--- config.mk ---
export PLATFORM = sky130hd
export DESIGN_NAME = camera_pose_view_matrix
export DESIGN_NICKNAME = d
export VERILOG_FILES = /design/src/rtl/cpv_pkg.sv /design/src/rtl/cpv_serial_mul.sv /design/src/rtl/cpv_cordic.sv /design/src/rtl/camera_pose_view_matrix.sv
export SDC_FILE = /design/constraint.sdc
export NUM_CORES = 2
export LEC_CHECK = 0
export BUFFER_PORTS_ARGS = -buffer_cell sky130_fd_sc_hd__buf_4
export CORE_ASPECT_RATIO = 1.75
export CORE_UTILIZATION = 55
export CTS_BUF_LIST = sky130_fd_sc_hd__clkbuf_2
export DETAILED_ROUTE_END_ITERATION = 6
export PLACE_DENSITY_LB_ADDON = 0.05
export RECOVER_POWER = 25
export SYNTH_ARGS = -nofsm -noshare
export SYNTH_HDL_FRONTEND = slang
export SYNTH_HIERARCHICAL = 1
export SYNTH_SLANG_ARGS = --single-unit
--- constraint.sdc ---
create_clock -name clk -period 56.2 [get_ports clk]
set_input_delay 11.24 -clock clk [delete_from_list [all_inputs] [get_ports clk]]
set_output_delay 11.24 -clock clk [all_outputs]
set_load 0.005 [all_outputs]
--- src/rtl/cpv_pkg.sv ---
// Package for the camera pose view matrix block: formats, mode codes, CORDIC table.
// No dependencies.
package cpv_pkg;
  localparam int POS_WIDTH_DEF  = 32;
  localparam int AXIS_WIDTH_DEF = 16;
  localparam int CORDIC_STEPS   = 16;
  localparam int MUL_W          = 18;

  localparam logic [2:0] MODE_MOVE_R = 3'd0;
  localparam logic [2:0] MODE_MOVE_U = 3'd1;
  localparam logic [2:0] MODE_MOVE_F = 3'd2;
  localparam logic [2:0] MODE_ROT_R  = 3'd3;
  localparam logic [2:0] MODE_ROT_U  = 3'd4;
  localparam logic [2:0] MODE_ROT_F  = 3'd5;

  localparam logic signed [35:0] DEG_TURN    = 36'sd23592960;
  localparam logic signed [35:0] DEG_HALF    = 36'sd11796480;
  localparam logic signed [35:0] DEG_QUARTER = 36'sd5898240;
  localparam logic signed [33:0] CORDIC_START = 34'sd652032874;

  function automatic logic signed [35:0] atan_deg(input logic [3:0] i);
    unique case (i)
      4'd0:  atan_deg = 36'sd2949120;
      4'd1:  atan_deg = 36'sd1740967;
      4'd2:  atan_deg = 36'sd919879;
      4'd3:  atan_deg = 36'sd466945;
      4'd4:  atan_deg = 36'sd234379;
      4'd5:  atan_deg = 36'sd117304;
      4'd6:  atan_deg = 36'sd58666;
      4'd7:  atan_deg = 36'sd29335;
      4'd8:  atan_deg = 36'sd14668;
      4'd9:  atan_deg = 36'sd7334;
      4'd10: atan_deg = 36'sd3667;
      4'd11: atan_deg = 36'sd1833;
      4'd12: atan_deg = 36'sd917;
      4'd13: atan_deg = 36'sd458;
      4'd14: atan_deg = 36'sd229;
      default: atan_deg = 36'sd115;
    endcase
  endfunction
endpackage

--- src/rtl/cpv_serial_mul.sv ---
// Bit-serial signed multiplier: one multiplier bit per cycle, shift-add.
// Depends on cpv_pkg.
module cpv_serial_mul
  import cpv_pkg::*;
#(
  parameter int AW = 48,
  parameter int BW = 34
) (
  input  logic                    clk,
  input  logic                    rst_n,
  input  logic                    start,
  input  logic signed [AW-1:0]    a,
  input  logic signed [BW-1:0]    b,
  output logic                    done,
  output logic signed [AW+BW-1:0] p
);
  localparam int CW = $clog2(BW + 1);
  logic signed [AW+BW-1:0] acc_r, acc_nxt, ash_r, ash_nxt;
  logic [BW-1:0]           b_r, b_nxt;
  logic [CW-1:0]           cnt_r, cnt_nxt;
  logic                    busy_r, busy_nxt, done_r, done_nxt;

  always_comb begin
    acc_nxt  = acc_r;
    ash_nxt  = ash_r;
    b_nxt    = b_r;
    cnt_nxt  = cnt_r;
    busy_nxt = busy_r;
    done_nxt = 1'b0;
    if (start) begin
      acc_nxt  = '0;
      ash_nxt  = (AW+BW)'(a);
      b_nxt    = b;
      cnt_nxt  = '0;
      busy_nxt = 1'b1;
    end else if (busy_r) begin
      // The top multiplier bit carries negative weight.
      if (b_r[0]) begin
        if (cnt_r == CW'(BW - 1)) acc_nxt = acc_r - ash_r;
        else                      acc_nxt = acc_r + ash_r;
      end
      ash_nxt = ash_r <<< 1;
      b_nxt   = b_r >> 1;
      cnt_nxt = cnt_r + 1'b1;
      if (cnt_r == CW'(BW - 1)) begin
        busy_nxt = 1'b0;
        done_nxt = 1'b1;
      end
    end
  end

  always_ff @(posedge clk) begin
    acc_r <= acc_nxt;
    ash_r <= ash_nxt;
    b_r   <= b_nxt;
    cnt_r <= cnt_nxt;
    if (!rst_n) begin
      busy_r <= 1'b0;
      done_r <= 1'b0;
    end else begin
      busy_r <= busy_nxt;
      done_r <= done_nxt;
    end
  end

  assign done = done_r;
  assign p    = acc_r;
endmodule

--- src/rtl/cpv_cordic.sv ---
// Iterative rotation-mode CORDIC: sine and cosine of an angle in Q16.16 degrees.
// Depends on cpv_pkg.
module cpv_cordic
  import cpv_pkg::*;
#(
  parameter int AXIS_WIDTH = AXIS_WIDTH_DEF
) (
  input  logic                         clk,
  input  logic                         rst_n,
  input  logic                         start,
  input  logic signed [31:0]           angle,
  output logic                         done,
  output logic signed [AXIS_WIDTH-1:0] cos_o,
  output logic signed [AXIS_WIDTH-1:0] sin_o
);
  localparam int FR  = AXIS_WIDTH - 2;
  localparam int SH  = 30 - FR;
  localparam int PH  = 0;
  logic signed [35:0] r_r, r_nxt;
  logic signed [33:0] x_r, x_nxt, y_r, y_nxt;
  logic [3:0]         i_r, i_nxt;
  logic [1:0]         ph_r, ph_nxt;
  logic               flip_r, flip_nxt, done_r, done_nxt;
  logic signed [35:0] red;
  logic signed [AXIS_WIDTH-1:0] xc, yc;

  // Round half up to the axis format and clamp to plus or minus one.
  function automatic logic signed [AXIS_WIDTH-1:0] sat1(input logic signed [33:0] v);
    logic signed [34:0] t;
    logic signed [34:0] one;
    t   = (35'(v) + (35'sd1 <<< (SH - 1))) >>> SH;
    one = 35'sd1 <<< FR;
    if (t > one)       sat1 = AXIS_WIDTH'(one);
    else if (t < -one) sat1 = AXIS_WIDTH'(-one);
    else               sat1 = AXIS_WIDTH'(t);
  endfunction

  always_comb begin
    r_nxt    = r_r;
    x_nxt    = x_r;
    y_nxt    = y_r;
    i_nxt    = i_r;
    ph_nxt   = ph_r;
    flip_nxt = flip_r;
    done_nxt = 1'b0;
    red      = r_r;
    unique case (ph_r)
      2'd0: begin
        if (start) begin
          r_nxt  = 36'(angle);
          ph_nxt = 2'd1;
        end
      end
      2'd1: begin
        // One conditional correction per cycle brings the angle into range.
        if (r_r < 0) r_nxt = r_r + DEG_TURN;
        else if (r_r >= DEG_TURN) r_nxt = r_r - DEG_TURN;
        else begin
          red = r_r;
          if (red > DEG_HALF) red = red - DEG_TURN;
          flip_nxt = 1'b0;
          if (red > DEG_QUARTER) begin
            red = red - DEG_HALF;
            flip_nxt = 1'b1;
          end else if (red < -DEG_QUARTER) begin
            red = red + DEG_HALF;
            flip_nxt = 1'b1;
          end
          r_nxt  = red;
          x_nxt  = CORDIC_START;
          y_nxt  = '0;
          i_nxt  = '0;
          ph_nxt = 2'd2;
        end
      end
      2'd2: begin
        if (r_r >= 0) begin
          x_nxt = x_r - (y_r >>> i_r);
          y_nxt = y_r + (x_r >>> i_r);
          r_nxt = r_r - atan_deg(i_r);
        end else begin
          x_nxt = x_r + (y_r >>> i_r);
          y_nxt = y_r - (x_r >>> i_r);
          r_nxt = r_r + atan_deg(i_r);
        end
        i_nxt = i_r + 1'b1;
        if (i_r == 4'(CORDIC_STEPS - 1)) ph_nxt = 2'd3;
      end
      default: begin
        ph_nxt   = 2'd0;
        done_nxt = 1'b1;
      end
    endcase
  end

  assign xc = sat1(x_r);
  assign yc = sat1(y_r);

  always_ff @(posedge clk) begin
    r_r    <= r_nxt;
    x_r    <= x_nxt;
    y_r    <= y_nxt;
    i_r    <= i_nxt;
    flip_r <= flip_nxt;
    if (ph_r == 2'd3) begin
      cos_o <= flip_r ? -xc : xc;
      sin_o <= flip_r ? -yc : yc;
    end
    if (!rst_n) begin
      ph_r   <= 2'(PH);
      done_r <= 1'b0;
    end else begin
      ph_r   <= ph_nxt;
      done_r <= done_nxt;
    end
  end

  assign done = done_r;
endmodule

--- src/rtl/camera_pose_view_matrix.sv ---
// Top level of the camera pose view matrix block.
// Depends on cpv_pkg, cpv_serial_mul and cpv_cordic.
//
// Usage: each input beat on in_* carries a mode (tuser) and an amount (tdata).
// Modes 0..2 move the camera along its right, up or forward axis by a Q16.16
// distance; modes 3..5 rotate the other two axes about the chosen axis by
// amount degrees. Modes 6 and 7 leave the pose as it is.
// After every input beat the block sends exactly one output beat: the 3x4
// view matrix, axes as rows, with minus dot(axis, position) as translation.
// One item at a time goes through a single bit-serial multiplier. A move
// needs 3 products and a rotation 38, after a CORDIC pass; the translation
// column needs 9 more.
// Reset puts the camera at (0, 0, 10) looking down minus z, with right = x
// and up = y. The result waits in an output register while out_tready is
// low; a new input beat is taken only after the result has been taken.
module camera_pose_view_matrix
  import cpv_pkg::*;
#(
  parameter int POS_WIDTH  = POS_WIDTH_DEF,
  parameter int AXIS_WIDTH = AXIS_WIDTH_DEF
) (
  input  logic         clk,
  input  logic         rst_n,
  input  logic         in_tvalid,
  output logic         in_tready,
  input  logic [31:0]  in_tdata,   // amount [31:0]
  input  logic [2:0]   in_tuser,   // mode [2:0]
  output logic         out_tvalid,
  input  logic         out_tready,
  // right_x, right_y, right_z, right_shift, up_x, up_y, up_z, up_shift,
  // fwd_x, fwd_y, fwd_z, fwd_shift, from the lowest bit up
  output logic [9*AXIS_WIDTH+96+((8-((9*AXIS_WIDTH+96)%8))%8)-1:0] out_tdata
);
  localparam int PF  = POS_WIDTH - 16;
  localparam int AF  = AXIS_WIDTH - 2;
  localparam int AW  = 48;
  localparam int BW  = (POS_WIDTH > 32) ? POS_WIDTH : 34;
  localparam int PW  = AW + BW;
  localparam int OW  = 9*AXIS_WIDTH + 96;
  localparam int PADW = (8 - (OW % 8)) % 8;

  // Sequencer states.
  localparam logic [3:0] S_IDLE   = 4'd0;
  localparam logic [3:0] S_MOVE   = 4'd1;
  localparam logic [3:0] S_MOVEW  = 4'd2;
  localparam logic [3:0] S_CORD   = 4'd3;
  localparam logic [3:0] S_CORDW  = 4'd4;
  localparam logic [3:0] S_ROT    = 4'd5;
  localparam logic [3:0] S_ROTW   = 4'd6;
  localparam logic [3:0] S_SHIFT  = 4'd7;
  localparam logic [3:0] S_SHIFTW = 4'd8;
  localparam logic [3:0] S_OUT    = 4'd9;

  logic [3:0] st_r, st_nxt;
  logic signed [POS_WIDTH-1:0]  pos_r [3];
  logic signed [AXIS_WIDTH-1:0] ax_r  [3][3];   // [axis][component]
  logic signed [AXIS_WIDTH-1:0] nv_r  [2][3];   // turned vectors
  logic [2:0]  mode_r;
  logic signed [31:0] amt_r;
  logic [5:0]  step_r;
  logic signed [PW-1:0] acc_r;
  logic signed [AXIS_WIDTH-1:0] cos_r, sin_r;
  logic signed [AXIS_WIDTH+1:0] cr_r [3];
  logic signed [AXIS_WIDTH+1:0] d_r, t_r;
  logic signed [31:0] sh_r [3];
  logic [OW+PADW-1:0] out_r;
  logic out_v_r;

  logic mstart, mdone;
  logic signed [AW-1:0] ma;
  logic signed [BW-1:0] mb;
  logic signed [PW-1:0] mp;
  logic cstart, cdone;
  logic signed [AXIS_WIDTH-1:0] cc, cs;

  cpv_serial_mul #(.AW(AW), .BW(BW)) u_mul (
    .clk(clk), .rst_n(rst_n), .start(mstart), .a(ma), .b(mb), .done(mdone), .p(mp)
  );
  cpv_cordic #(.AXIS_WIDTH(AXIS_WIDTH)) u_cordic (
    .clk(clk), .rst_n(rst_n), .start(cstart), .angle(amt_r),
    .done(cdone), .cos_o(cc), .sin_o(cs)
  );

  function automatic logic signed [PW-1:0] rnd(input logic signed [PW-1:0] v,
                                              input int s);
    rnd = (s <= 0) ? (v <<< (-s)) : ((v + (PW'(1) <<< (s - 1))) >>> s);
  endfunction

  function automatic logic signed [AXIS_WIDTH-1:0] sat_axis(input logic signed [PW-1:0] v);
    logic signed [PW-1:0] one;
    one = PW'(1) <<< AF;
    if (v > one)       sat_axis = AXIS_WIDTH'(one);
    else if (v < -one) sat_axis = AXIS_WIDTH'(-one);
    else               sat_axis = AXIS_WIDTH'(v);
  endfunction

  function automatic logic signed [PW-1:0] sat_lim(input logic signed [PW-1:0] v,
                                                  input int w);
    logic signed [PW-1:0] hi;
    hi = (PW'(1) <<< (w - 1)) - 1;
    if (v > hi)          sat_lim = hi;
    else if (v < -hi - 1) sat_lim = -hi - 1;
    else                 sat_lim = v;
  endfunction

  // Rotation pivot index and the two turned axes.
  logic [1:0] kx, v0x, v1x;
  always_comb begin
    unique case (mode_r)
      MODE_ROT_R: begin kx = 2'd0; v0x = 2'd1; v1x = 2'd2; end
      MODE_ROT_U: begin kx = 2'd1; v0x = 2'd0; v1x = 2'd2; end
      default:    begin kx = 2'd2; v0x = 2'd0; v1x = 2'd1; end
    endcase
  end

  // Rotation sub-step plan per turned vector (19 products):
  // 0..5 cross terms, 6..8 dot, 9 t, 10..18 v*c + cr*s + k*t, three per component.
  logic       vsel;
  logic [4:0] sub;
  logic [1:0] ci;
  logic [1:0] rs;
  assign vsel = (step_r >= 6'd19);
  assign sub  = vsel ? 5'(step_r - 6'd19) : step_r[4:0];

  // Component and term of the current output product.
  always_comb begin
    ci = 2'd0;
    rs = 2'd0;
    unique case (sub)
      5'd13, 5'd14, 5'd15: ci = 2'd1;
      5'd16, 5'd17, 5'd18: ci = 2'd2;
      default: ;
    endcase
    unique case (sub)
      5'd11, 5'd14, 5'd17: rs = 2'd1;
      5'd12, 5'd15, 5'd18: rs = 2'd2;
      default: ;
    endcase
  end

  logic signed [AXIS_WIDTH-1:0] kv [3];
  logic signed [AXIS_WIDTH-1:0] vv [3];
  always_comb begin
    for (int j = 0; j < 3; j++) begin
      kv[j] = ax_r[kx][j];
      vv[j] = vsel ? ax_r[v1x][j] : ax_r[v0x][j];
    end
  end

  logic signed [POS_WIDTH+1:0] pr [3];
  always_comb begin
    for (int j = 0; j < 3; j++)
      pr[j] = (POS_WIDTH+2)'(sat_lim(rnd(PW'(pos_r[j]), PF - 16), 32));
  end

  // Operand select for the multiplier.
  always_comb begin
    ma = '0;
    mb = '0;
    unique case (st_r)
      S_MOVE: begin
        ma = AW'(amt_r);
        mb = BW'(ax_r[mode_r[1:0]][step_r[1:0]]);
      end
      S_ROT: begin
        unique case (sub)
          5'd0: begin ma = AW'(kv[1]); mb = BW'(vv[2]); end
          5'd1: begin ma = AW'(kv[2]); mb = BW'(vv[1]); end
          5'd2: begin ma = AW'(kv[2]); mb = BW'(vv[0]); end
          5'd3: begin ma = AW'(kv[0]); mb = BW'(vv[2]); end
          5'd4: begin ma = AW'(kv[0]); mb = BW'(vv[1]); end
          5'd5: begin ma = AW'(kv[1]); mb = BW'(vv[0]); end
          5'd6: begin ma = AW'(kv[0]); mb = BW'(vv[0]); end
          5'd7: begin ma = AW'(kv[1]); mb = BW'(vv[1]); end
          5'd8: begin ma = AW'(kv[2]); mb = BW'(vv[2]); end
          5'd9: begin
            ma = AW'(d_r);
            mb = BW'((AXIS_WIDTH+2)'(1 <<< AF) - (AXIS_WIDTH+2)'(cos_r));
          end
          default: begin
            unique case (rs)
              2'd0:    begin ma = AW'(vv[ci]); mb = BW'(cos_r); end
              2'd1:    begin ma = AW'(cr_r[ci]); mb = BW'(sin_r); end
              default: begin ma = AW'(kv[ci]); mb = BW'(t_r); end
            endcase
          end
        endcase
      end
      S_SHIFT: begin
        ma = AW'(ax_r[step_r[3:2]][step_r[1:0]]);
        mb = BW'(pr[step_r[1:0]]);
      end
      default: ;
    endcase
  end

  assign mstart = (st_r == S_MOVE) || (st_r == S_ROT) || (st_r == S_SHIFT);
  assign cstart = (st_r == S_CORD);
  assign in_tready = (st_r == S_IDLE) && !out_v_r;

  logic signed [PW-1:0] sum;
  assign sum = acc_r + mp;

  always_ff @(posedge clk) begin
    if (!rst_n) begin
      st_r    <= S_IDLE;
      out_v_r <= 1'b0;
      pos_r[0] <= '0;
      pos_r[1] <= '0;
      pos_r[2] <= POS_WIDTH'(10) <<< PF;
      for (int a = 0; a < 3; a++)
        for (int j = 0; j < 3; j++)
          if (a != j)      ax_r[a][j] <= '0;
          else if (a == 2) ax_r[a][j] <= -(AXIS_WIDTH'(1) <<< AF);
          else             ax_r[a][j] <= AXIS_WIDTH'(1) <<< AF;
    end else begin
      unique case (st_r)
        S_IDLE: begin
          if (in_tvalid && in_tready) begin
            mode_r <= in_tuser;
            amt_r  <= in_tdata;
            step_r <= '0;
            acc_r  <= '0;
            if (in_tuser <= MODE_MOVE_F)     st_r <= S_MOVE;
            else if (in_tuser <= MODE_ROT_F) st_r <= S_CORD;
            else                             st_r <= S_SHIFT;
          end
        end
        S_MOVE: st_r <= S_MOVEW;
        S_MOVEW: begin
          if (mdone) begin
            pos_r[step_r[1:0]] <= POS_WIDTH'(sat_lim(PW'(pos_r[step_r[1:0]])
                                  + rnd(mp, 16 + AF - PF), POS_WIDTH));
            if (step_r == 6'd2) begin
              step_r <= '0;
              st_r   <= S_SHIFT;
            end else begin
              step_r <= step_r + 1'b1;
              st_r   <= S_MOVE;
            end
          end
        end
        S_CORD: st_r <= S_CORDW;
        S_CORDW: begin
          if (cdone) begin
            cos_r <= cc;
            sin_r <= cs;
            st_r  <= S_ROT;
          end
        end
        S_ROT: st_r <= S_ROTW;
        S_ROTW: begin
          if (mdone) begin
            if (sub <= 5'd5) begin
              if (sub[0] == 1'b0) acc_r <= mp;
              else begin
                cr_r[sub[2:1]] <= (AXIS_WIDTH+2)'(rnd(acc_r - mp, AF));
                acc_r <= '0;
              end
            end else if (sub <= 5'd8) begin
              if (sub == 5'd8) begin
                d_r   <= (AXIS_WIDTH+2)'(rnd(sum, AF));
                acc_r <= '0;
              end else acc_r <= sum;
            end else if (sub == 5'd9) begin
              t_r   <= (AXIS_WIDTH+2)'(rnd(mp, AF));
              acc_r <= '0;
            end else if (rs == 2'd2) begin
              nv_r[vsel][ci] <= sat_axis(rnd(sum, AF));
              acc_r <= '0;
            end else begin
              acc_r <= sum;
            end
            if (step_r == 6'd37) begin
              // The last component of the second vector is taken straight from the sum.
              for (int j = 0; j < 3; j++) begin
                ax_r[v0x][j] <= nv_r[0][j];
                ax_r[v1x][j] <= (j == 2) ? sat_axis(rnd(sum, AF)) : nv_r[1][j];
              end
              step_r <= '0;
              st_r   <= S_SHIFT;
            end else begin
              step_r <= step_r + 1'b1;
              st_r   <= S_ROT;
            end
          end
        end
        S_SHIFT: st_r <= S_SHIFTW;
        S_SHIFTW: begin
          if (mdone) begin
            // step_r[3:2] is the row, step_r[1:0] the component.
            if (step_r[1:0] == 2'd2) begin
              sh_r[step_r[3:2]] <= 32'(sat_lim(rnd(-sum, AF), 32));
              acc_r <= '0;
              if (step_r[3:2] == 2'd2) st_r <= S_OUT;
              else begin
                step_r <= {step_r[5:4], step_r[3:2] + 2'd1, 2'd0};
                st_r   <= S_SHIFT;
              end
            end else begin
              acc_r  <= sum;
              step_r <= step_r + 1'b1;
              st_r   <= S_SHIFT;
            end
          end
        end
        default: begin
          if (!out_v_r) begin
            out_r <= (OW+PADW)'({sh_r[2], ax_r[2][2], ax_r[2][1], ax_r[2][0],
                                 sh_r[1], ax_r[1][2], ax_r[1][1], ax_r[1][0],
                                 sh_r[0], ax_r[0][2], ax_r[0][1], ax_r[0][0]});
            out_v_r <= 1'b1;
            st_r    <= S_IDLE;
          end
        end
      endcase
      if (out_v_r && out_tready) out_v_r <= 1'b0;
    end
  end

  assign out_tvalid = out_v_r;
  assign out_tdata  = out_r;
endmodule

# ---- Yosys cells after proc, flatten, opt, wreduce, memory -nomap -nowiden
# Memories as Yosys holds them, arrays and structs flattened. A register that Yosys moved wholly into a read port is not among the register bits.
# Index checks and enable logic that the tools add are counted.
dict set report word_totals {
  register_bits 546
  ramBits 486
  rom_bits 704
  output_inout_bits 242
  word_cells 389
  mem_count 7
}
# name words width rd rd_clocked_by_memory_dff wr line_no
set mem_list {}
lappend mem_list {{(name not given)} 16 22 1 1 0 cpv_pkg.sv:22} ;# unique case (i)
lappend mem_list {{(name not given)} 16 22 1 1 0 cpv_pkg.sv:22}
lappend mem_list {ax_r 3 48 8 5 3 camera_pose_view_matrix.sv:56} ;# logic signed [AXIS_WIDTH-1:0] ax_r [3][3];
lappend mem_list {nv_r 2 48 2 0 1 camera_pose_view_matrix.sv:57} ;# logic signed [AXIS_WIDTH-1:0] nv_r [2][3];
lappend mem_list {pos_r 3 32 4 1 3 camera_pose_view_matrix.sv:55} ;# logic signed [POS_WIDTH-1:0] pos_r [3];
lappend mem_list {sh_r 3 32 3 3 1 camera_pose_view_matrix.sv:65} ;# logic signed [31:0] sh_r [3];
lappend mem_list {{+1 memories} n/a n/a n/a n/a n/a n/a}
dict set report classes {
  addsub 30
  order_cmp 30
  n_eq_ne 50
  n_shift 2
  mux 186
  n_bitwise 10
  n_reduce_logical 48
}
# op count
set op_table {}
lappend op_table {{two-way mux 82 bit} 13}
lappend op_table {{two-way mux 34 bit} 16}
lappend op_table {{two-way mux 36 bit} 14}
lappend op_table {{two-way mux 16 bit} 31}
lappend op_table {{two-way mux 32 bit} 12}
lappend op_table {{adder 82 x 15 -> 82 bit, second input constant} 3}
lappend op_table {{case mux 82 bit (3 select lines)} 1}
lappend op_table {{case mux 34 bit (2 select lines)} 3}
lappend op_table {{case mux 48 bit (4 select lines)} 1}
lappend op_table {{adder 82 bit} 2}
lappend op_table {{two-way mux 48 bit} 3}
lappend op_table {{case mux 48 bit (3 select lines)} 1}
lappend op_table {{case mux 34 bit (4 select lines)} 1}
lappend op_table {{binary-select mux 16 bit (select 2 bit)} 4}
lappend op_table {{case mux 36 bit (3 select lines)} 1}
lappend op_table {{case mux 34 bit (3 select lines)} 1}
lappend op_table {{greater-than comparator 32 bit, second input constant} 3}
lappend op_table {{less-than comparator 32 bit, second input constant} 3}
lappend op_table {{case mux 48 bit (2 select lines)} 1}
lappend op_table {{OR reduction 48 bit} 2}
lappend op_table {{negator 82 bit} 1}
lappend op_table {{subtractor 82 bit} 1}
lappend op_table {{adder 34 x 17 -> 35 bit, second input constant} 2}
lappend op_table {{adder 32 x 68 -> 69 bit} 1}
lappend op_table {{other kinds (91)} 235}

# ---- Longest topological paths before layout
dict set report depth {
  word_depth 14
  mapped_depth 34
}

# ---- Cells and area by module
# The synthesis kept the hierarchy.
# module n_inst cells_per_inst area_per_inst_um2 seq_area_each_um2
set by_module_without_submodules {}
lappend by_module_without_submodules {camera_pose_view_matrix 1 5870 61641.6 29678.5}
lappend by_module_without_submodules {cpv_cordic 1 2386 20503.4 4734.5}
lappend by_module_without_submodules {cpv_serial_mul 1 1716 14730.4 5285.1}

# ---- Worst setup path after synthesis
# Ideal clock, no wire load.
dict set report synth_path {
  path_kind {input to register}
  from {in rst_n}
  to {reg out_r[0] (netlist: out_tdata[0]), read port of ax_r (enable)}
  setup_ns 1.432
  t_arrival_ns 34.128
  slack_ns 20.640
  stages 2
  n_path_buf 1
  cell_sequence {clkbuf_1 nor4bb_1}
}
dict set report synth_between {
  elab_chain_len 1
}
# element line_no
set synth_lines {}
lappend synth_lines {{start: declaration} camera_pose_view_matrix.sv:23} ;# input logic rst_n,
lappend synth_lines {{AND reduction 3 bit (no line)} n/a}
lappend synth_lines {{end: declaration} camera_pose_view_matrix.sv:66} ;# logic [OW+PADW-1:0] out_r;
# Every way passes these cells.
# A chain may end at the register's enable or synchronous reset.

# ---- Final worst setup path
dict set report layout_path {
  from {reg st_r[3]}
  to {out in_tready}
}
dict set report layout_between {
  elab_chain_len 2
}
# element line_no
set layout_lines {}
lappend layout_lines {{start: declaration} camera_pose_view_matrix.sv:54} ;# logic [3:0] st_r, st_nxt;
lappend layout_lines {{start signal: assignment} camera_pose_view_matrix.sv:206} ;# st_r <= S_IDLE;
lappend layout_lines {{start signal: assignment} camera_pose_view_matrix.sv:224} ;# if (in_tuser <= MODE_MOVE_F) st_r <= S_MOVE;
lappend layout_lines {{start signal: assignment} camera_pose_view_matrix.sv:225} ;# else if (in_tuser <= MODE_ROT_F) st_r <= S_CORD;
lappend layout_lines {{logical NOT 4 bit} camera_pose_view_matrix.sv:199} ;# assign in_tready = (st_r == S_IDLE) && !out_v_r;
lappend layout_lines {{logical AND 1 bit} camera_pose_view_matrix.sv:199}
lappend layout_lines {{end: declaration} camera_pose_view_matrix.sv:25} ;# output logic in_tready,
# Every way passes these cells.

==> results.rst <==
.. list-table::
   :header-rows: 1

   * - Metric
     - Value
   * - Outcome
     - finished, violations left
   * - Failing checks
     - DRC, capacitance limit, slew limit
   * - Length in cells of the worst reg-to-reg path
     - 20
   * - X dimension of the die
     - 319 microns
   * - Critical Path Source Type
     - flop
   * - Nets@finish
     - about 11000
   * - Maximum achievable frequency
     - just under 0.07 GHz
   * - Post-CTS Resized
     - 0
   * - Start-to-end type of the worst setup path
     - reg2out
   * - Clock sinks
     - 1364
   * - Count of input and output buffers
     - 280
   * - Distinct cells, synth
     - 132
   * - Proportion of layout cells with a drive suffix above 1
     - roughly 14%
   * - Part of the Yosys area used for sequential elements
     - 41.0%
   * - Wire length of the first global-routing pass
     - roughly 530 mm
   * - Worst slack at placement
     - 41.44 ns
   * - Via count of the first global-routing pass
     - just over 80000
   * - Die height
     - roughly 560 microns
   * - Signal arrival time at the worst endpoint
     - about 3.2 ns
   * - Instance count along the most critical hold path
     - 0
   * - Overall track demand over capacity in global routing
     - between 30% and 40%
   * - Switching part of the total power
     - between 50 and 60%
   * - Total via count in the routed design
     - just under 90000
   * - Setup repair after global routing missed its margin
     - no
   * - Clock power share
     - approximately an eighth
   * - Largest clock skew in the final design
     - just over 0.3 ns
   * - Length of the first detailed-routing pass in iterations
     - 7
   * - Rows
     - slightly above 200
   * - Number of antenna violations at the first check in global routing
     - 12
   * - I/O Pins
     - 281
   * - Clock tree from TritonCTS
     - yes
   * - Worst Path Required
     - ~45 ns
   * - Area overhead of the layout relative to synthesis
     - 7.91%
   * - Largest net degree at the start of global routing
     - between 100 and 150
   * - Post-route DRC
     - 1
   * - Post-CTS setup-driven buffer insertion count
     - 0
   * - # hold bufs at CTS
     - 0
   * - Post-route worst hold slack
     - 0.397 ns
   * - Tightest Hold Check Type
     - reg2reg
   * - Switching power total
     - about 2.7 mW
   * - Die Outline Area
     - 178000 sq um
   * - Cell count after synthesis
     - between 9000 and 10000
   * - Clock insertion delay at the later pin of the skew report
     - 1.71 ns
   * - Synthesized flop and latch total
     - 1364
   * - Max FO, Critical Path
     - 18
   * - Min Tclk post-route
     - between 10 and 15 ns
   * - Master cell of the clock root buffer
     - sky130_fd_sc_hd__clkbuf_2
   * - Count of synthesis-stage warnings from yosys
     - 6
   * - Count of antenna-violating nets left after detailed routing
     - 0
   * - Cell Pwr Density
     - approximately 52 nW/um^2
   * - Area of the mapped netlist
     - slightly below 100000 sq um
   * - Leading register cell type out of synthesis
     - sky130_fd_sc_hd__edfxtp_1
   * - Number of enable flip-flop cells after synthesis
     - 1238
   * - Clock slew seen by the registers of the worst setup and hold paths
     - roughly 0.14 ns
   * - Tcrit/Tclk final
     - 25.8%
   * - Part of the power in combinational logic
     - about three fifths
   * - Endpoint kind of the worst setup timing path
     - output pin
   * - Maximum resistive drop on vdd
     - ~33 uV
   * - Proportion of synthesized flip-flops having asynchronous set or reset
     - 0%
   * - Final worst setup slack
     - around 42 ns
   * - Hold violation total from the final report
     - 0
   * - Per-instance average area after synthesis
     - about 9.7 sq um
   * - Post-DR vias/cell
     - about 6.8
   * - Starting utilization of the core area
     - 55.4%
   * - Design internal power
     - between 2 and 3 mW
   * - Most common cell after layout, fill and taps aside
     - sky130_fd_sc_hd__edfxtp_1
   * - Routed wirelength normalized by instance count
     - between 20 and 30 microns
   * - Worst rel slew slack
     - -187%
   * - Overflow after GRT
     - 0
   * - Actual slew at the worst max-slew pin
     - around 4.3 ns
   * - TritonCTS Buffers
     - between 300 and 400
   * - Core region area
     - between 150000 and 200000 sq um
   * - Max-slew violation count
     - 702
   * - Largest buffer count on any clock path
     - 4
   * - Global placement routability congestion
     - approximately 1.1
   * - Setup-failing EPs final
     - 0
   * - Maximum capacitance violations
     - 16
   * - Final core area utilization
     - between 50% and 60%
   * - Total length of routed wires
     - about 370 mm
   * - Most frequent cells in the layout
     - 1238 x sky130_fd_sc_hd__edfxtp_1, 1031 x sky130_fd_sc_hd__nand2_1, 719 x sky130_fd_sc_hd__nor2_1, 655 x sky130_fd_sc_hd__a21oi_1, 648 x sky130_fd_sc_hd__o21ai_0
   * - Pleak
     - 39.3 nW
   * - Number of DRC markers in iteration 0
     - a little under 10000
   * - Sum Neg Setup Slack
     - 0 ns
   * - Sum of net half-perimeters after detailed placement
     - around 280 mm
   * - Count of H-tree levels built during CTS
     - 5
   * - Sequential Power Share
     - 27.2%
[metal layers]
layer  track usage [%]  up-vias  routed length [microns]
met4              32.5        6                    34600
met3              7.44     1325                    32000
met2              67.1     5084                   174000
li1                  -    38400                        -
met1              44.3    41800                   125000
met5                 0        -                       46
[per-stage QoR]
step           std cells  cell area (sq um)  power, mW
6_report           12800             105000       5.41
5_1_grt            12800             105000       5.66
4_1_cts            12800             105000       5.30
3_5_place_dp       12200             102000       4.61
3_3_place_gp       12200             102000       4.57
2_1_floorplan      10000              97100       3.56
[sequential cells by signal, summed over array words and instances (netlist names), 54 cells and up, named ones only]
signal       flops
out_tdata      240
ax_r           192
pos_r          128
sh_r            96
acc_r           82
u_mul/ash_r     82
u_mul/p         82
nv_r            80
cr_r            54
[synth_stat cells, types with 33 or more instances]
master / n / share of area, %
sky130_fd_sc_hd__edfxtp_1: 1238 / 38
sky130_fd_sc_hd__nand2_1: 1035 / 4.0
sky130_fd_sc_hd__nor2_1: 727 / 2.8
sky130_fd_sc_hd__a21oi_1: 658 / 3.4
sky130_fd_sc_hd__o21ai_0: 654 / 3.4
sky130_fd_sc_hd__xnor2_1: 468 / 4.2
sky130_fd_sc_hd__clkbuf_1: 451 / 1.7
sky130_fd_sc_hd__ha_1: 433 / 5.6
sky130_fd_sc_hd__inv_1: 295 / 1.1
sky130_fd_sc_hd__nor3_1: 265 / 1.4
sky130_fd_sc_hd__xor2_1: 226 / 2.0
sky130_fd_sc_hd__nand3_1: 225 / 1.2
sky130_fd_sc_hd__a21o_1: 211 / 1.6
sky130_fd_sc_hd__mux4_2: 206 / 4.8
sky130_fd_sc_hd__nand4_1: 168 / 1.1
sky130_fd_sc_hd__and2_1: 166 / 1.1
sky130_fd_sc_hd__and3_1: 159 / 1.0
sky130_fd_sc_hd__mux2i_1: 154 / 1.6
sky130_fd_sc_hd__a31oi_1: 150 / 0.97
sky130_fd_sc_hd__dfxtp_1: 126 / 2.6
sky130_fd_sc_hd__nor2b_1: 124 / 0.80
sky130_fd_sc_hd__nor4_1: 120 / 0.77
sky130_fd_sc_hd__mux2_2: 117 / 1.4
sky130_fd_sc_hd__o31ai_1: 97 / 0.75
sky130_fd_sc_hd__o21a_1: 94 / 0.73
sky130_fd_sc_hd__o22ai_1: 83 / 0.54
sky130_fd_sc_hd__nand2b_1: 82 / 0.53
sky130_fd_sc_hd__or3_1: 77 / 0.50
sky130_fd_sc_hd__a22oi_1: 71 / 0.55
sky130_fd_sc_hd__o211ai_1: 70 / 0.54
sky130_fd_sc_hd__o21bai_1: 64 / 0.50
sky130_fd_sc_hd__a22o_1: 62 / 0.56
sky130_fd_sc_hd__buf_1: 62 / 0.24
sky130_fd_sc_hd__a211oi_1: 60 / 0.46
sky130_fd_sc_hd__or4_1: 46 / 0.36
sky130_fd_sc_hd__o22a_1: 38 / 0.34
sky130_fd_sc_hd__or2_2: 38 / 0.25
sky130_fd_sc_hd__o21ai_1: 33 / 0.17
[layout make-up]
type                            instances  area, sq um
Fill cell                           15300        70200
Inverter                              300         1130
Clock inverter                        130          787
Timing Repair Buffer                  496         3650
Tap cell                             2255         2820
Multi-Input combinational cell       7803        54300
Sequential cell                      1364        39700
Antenna cell                           16         40.0
Clock buffer                          426         2130
[power by group through the flow]
stage	Sequential, mW	Clock, mW	Combinational, mW
global route	1.48	0.733	3.45
CTS	1.46	0.689	3.15
floorplan	1.41	0	2.15
detailed placement	1.48	0	3.13
finish	1.47	0.681	3.26
global placement	1.48	0	3.10
[logic make-up (layout without fill, tap and decap cells)]
kind of cell    count (synthesis)  count (layout)  share of synthesized area [%]
compound gates               2731            2731                           18.3
xor+xnor                      695             695                           6.29
fa+ha+maj                     439             439                           5.72
buf+inv                       852            1352                           3.43
flops                        1364            1364                           41.0
mux                           482             482                           7.85
other cells                     1              64                        0.00387
simple gates                 3408            3408                           17.4
[critical path: stages (launching register included)]
cell	delay, ns
sky130_fd_sc_hd__dfxtp_1	0.53
sky130_fd_sc_hd__nor2_1	0.38
sky130_fd_sc_hd__nand2_1	0.32
sky130_fd_sc_hd__nor2_1	0.24
sky130_fd_sc_hd__buf_4	0.15
[worst paths after layout]
kind                     start           to  slack (ns)
min          u_cordic/sin_o[4]     sin_r[4]        0.40
max                    st_r[3]    in_tready       41.72
max reg2reg        u_mul/p[11]  nv_r[0][40]       45.25
min reg2reg  u_cordic/sin_o[4]     sin_r[4]        0.40
(Power assumes the default switching activity.)
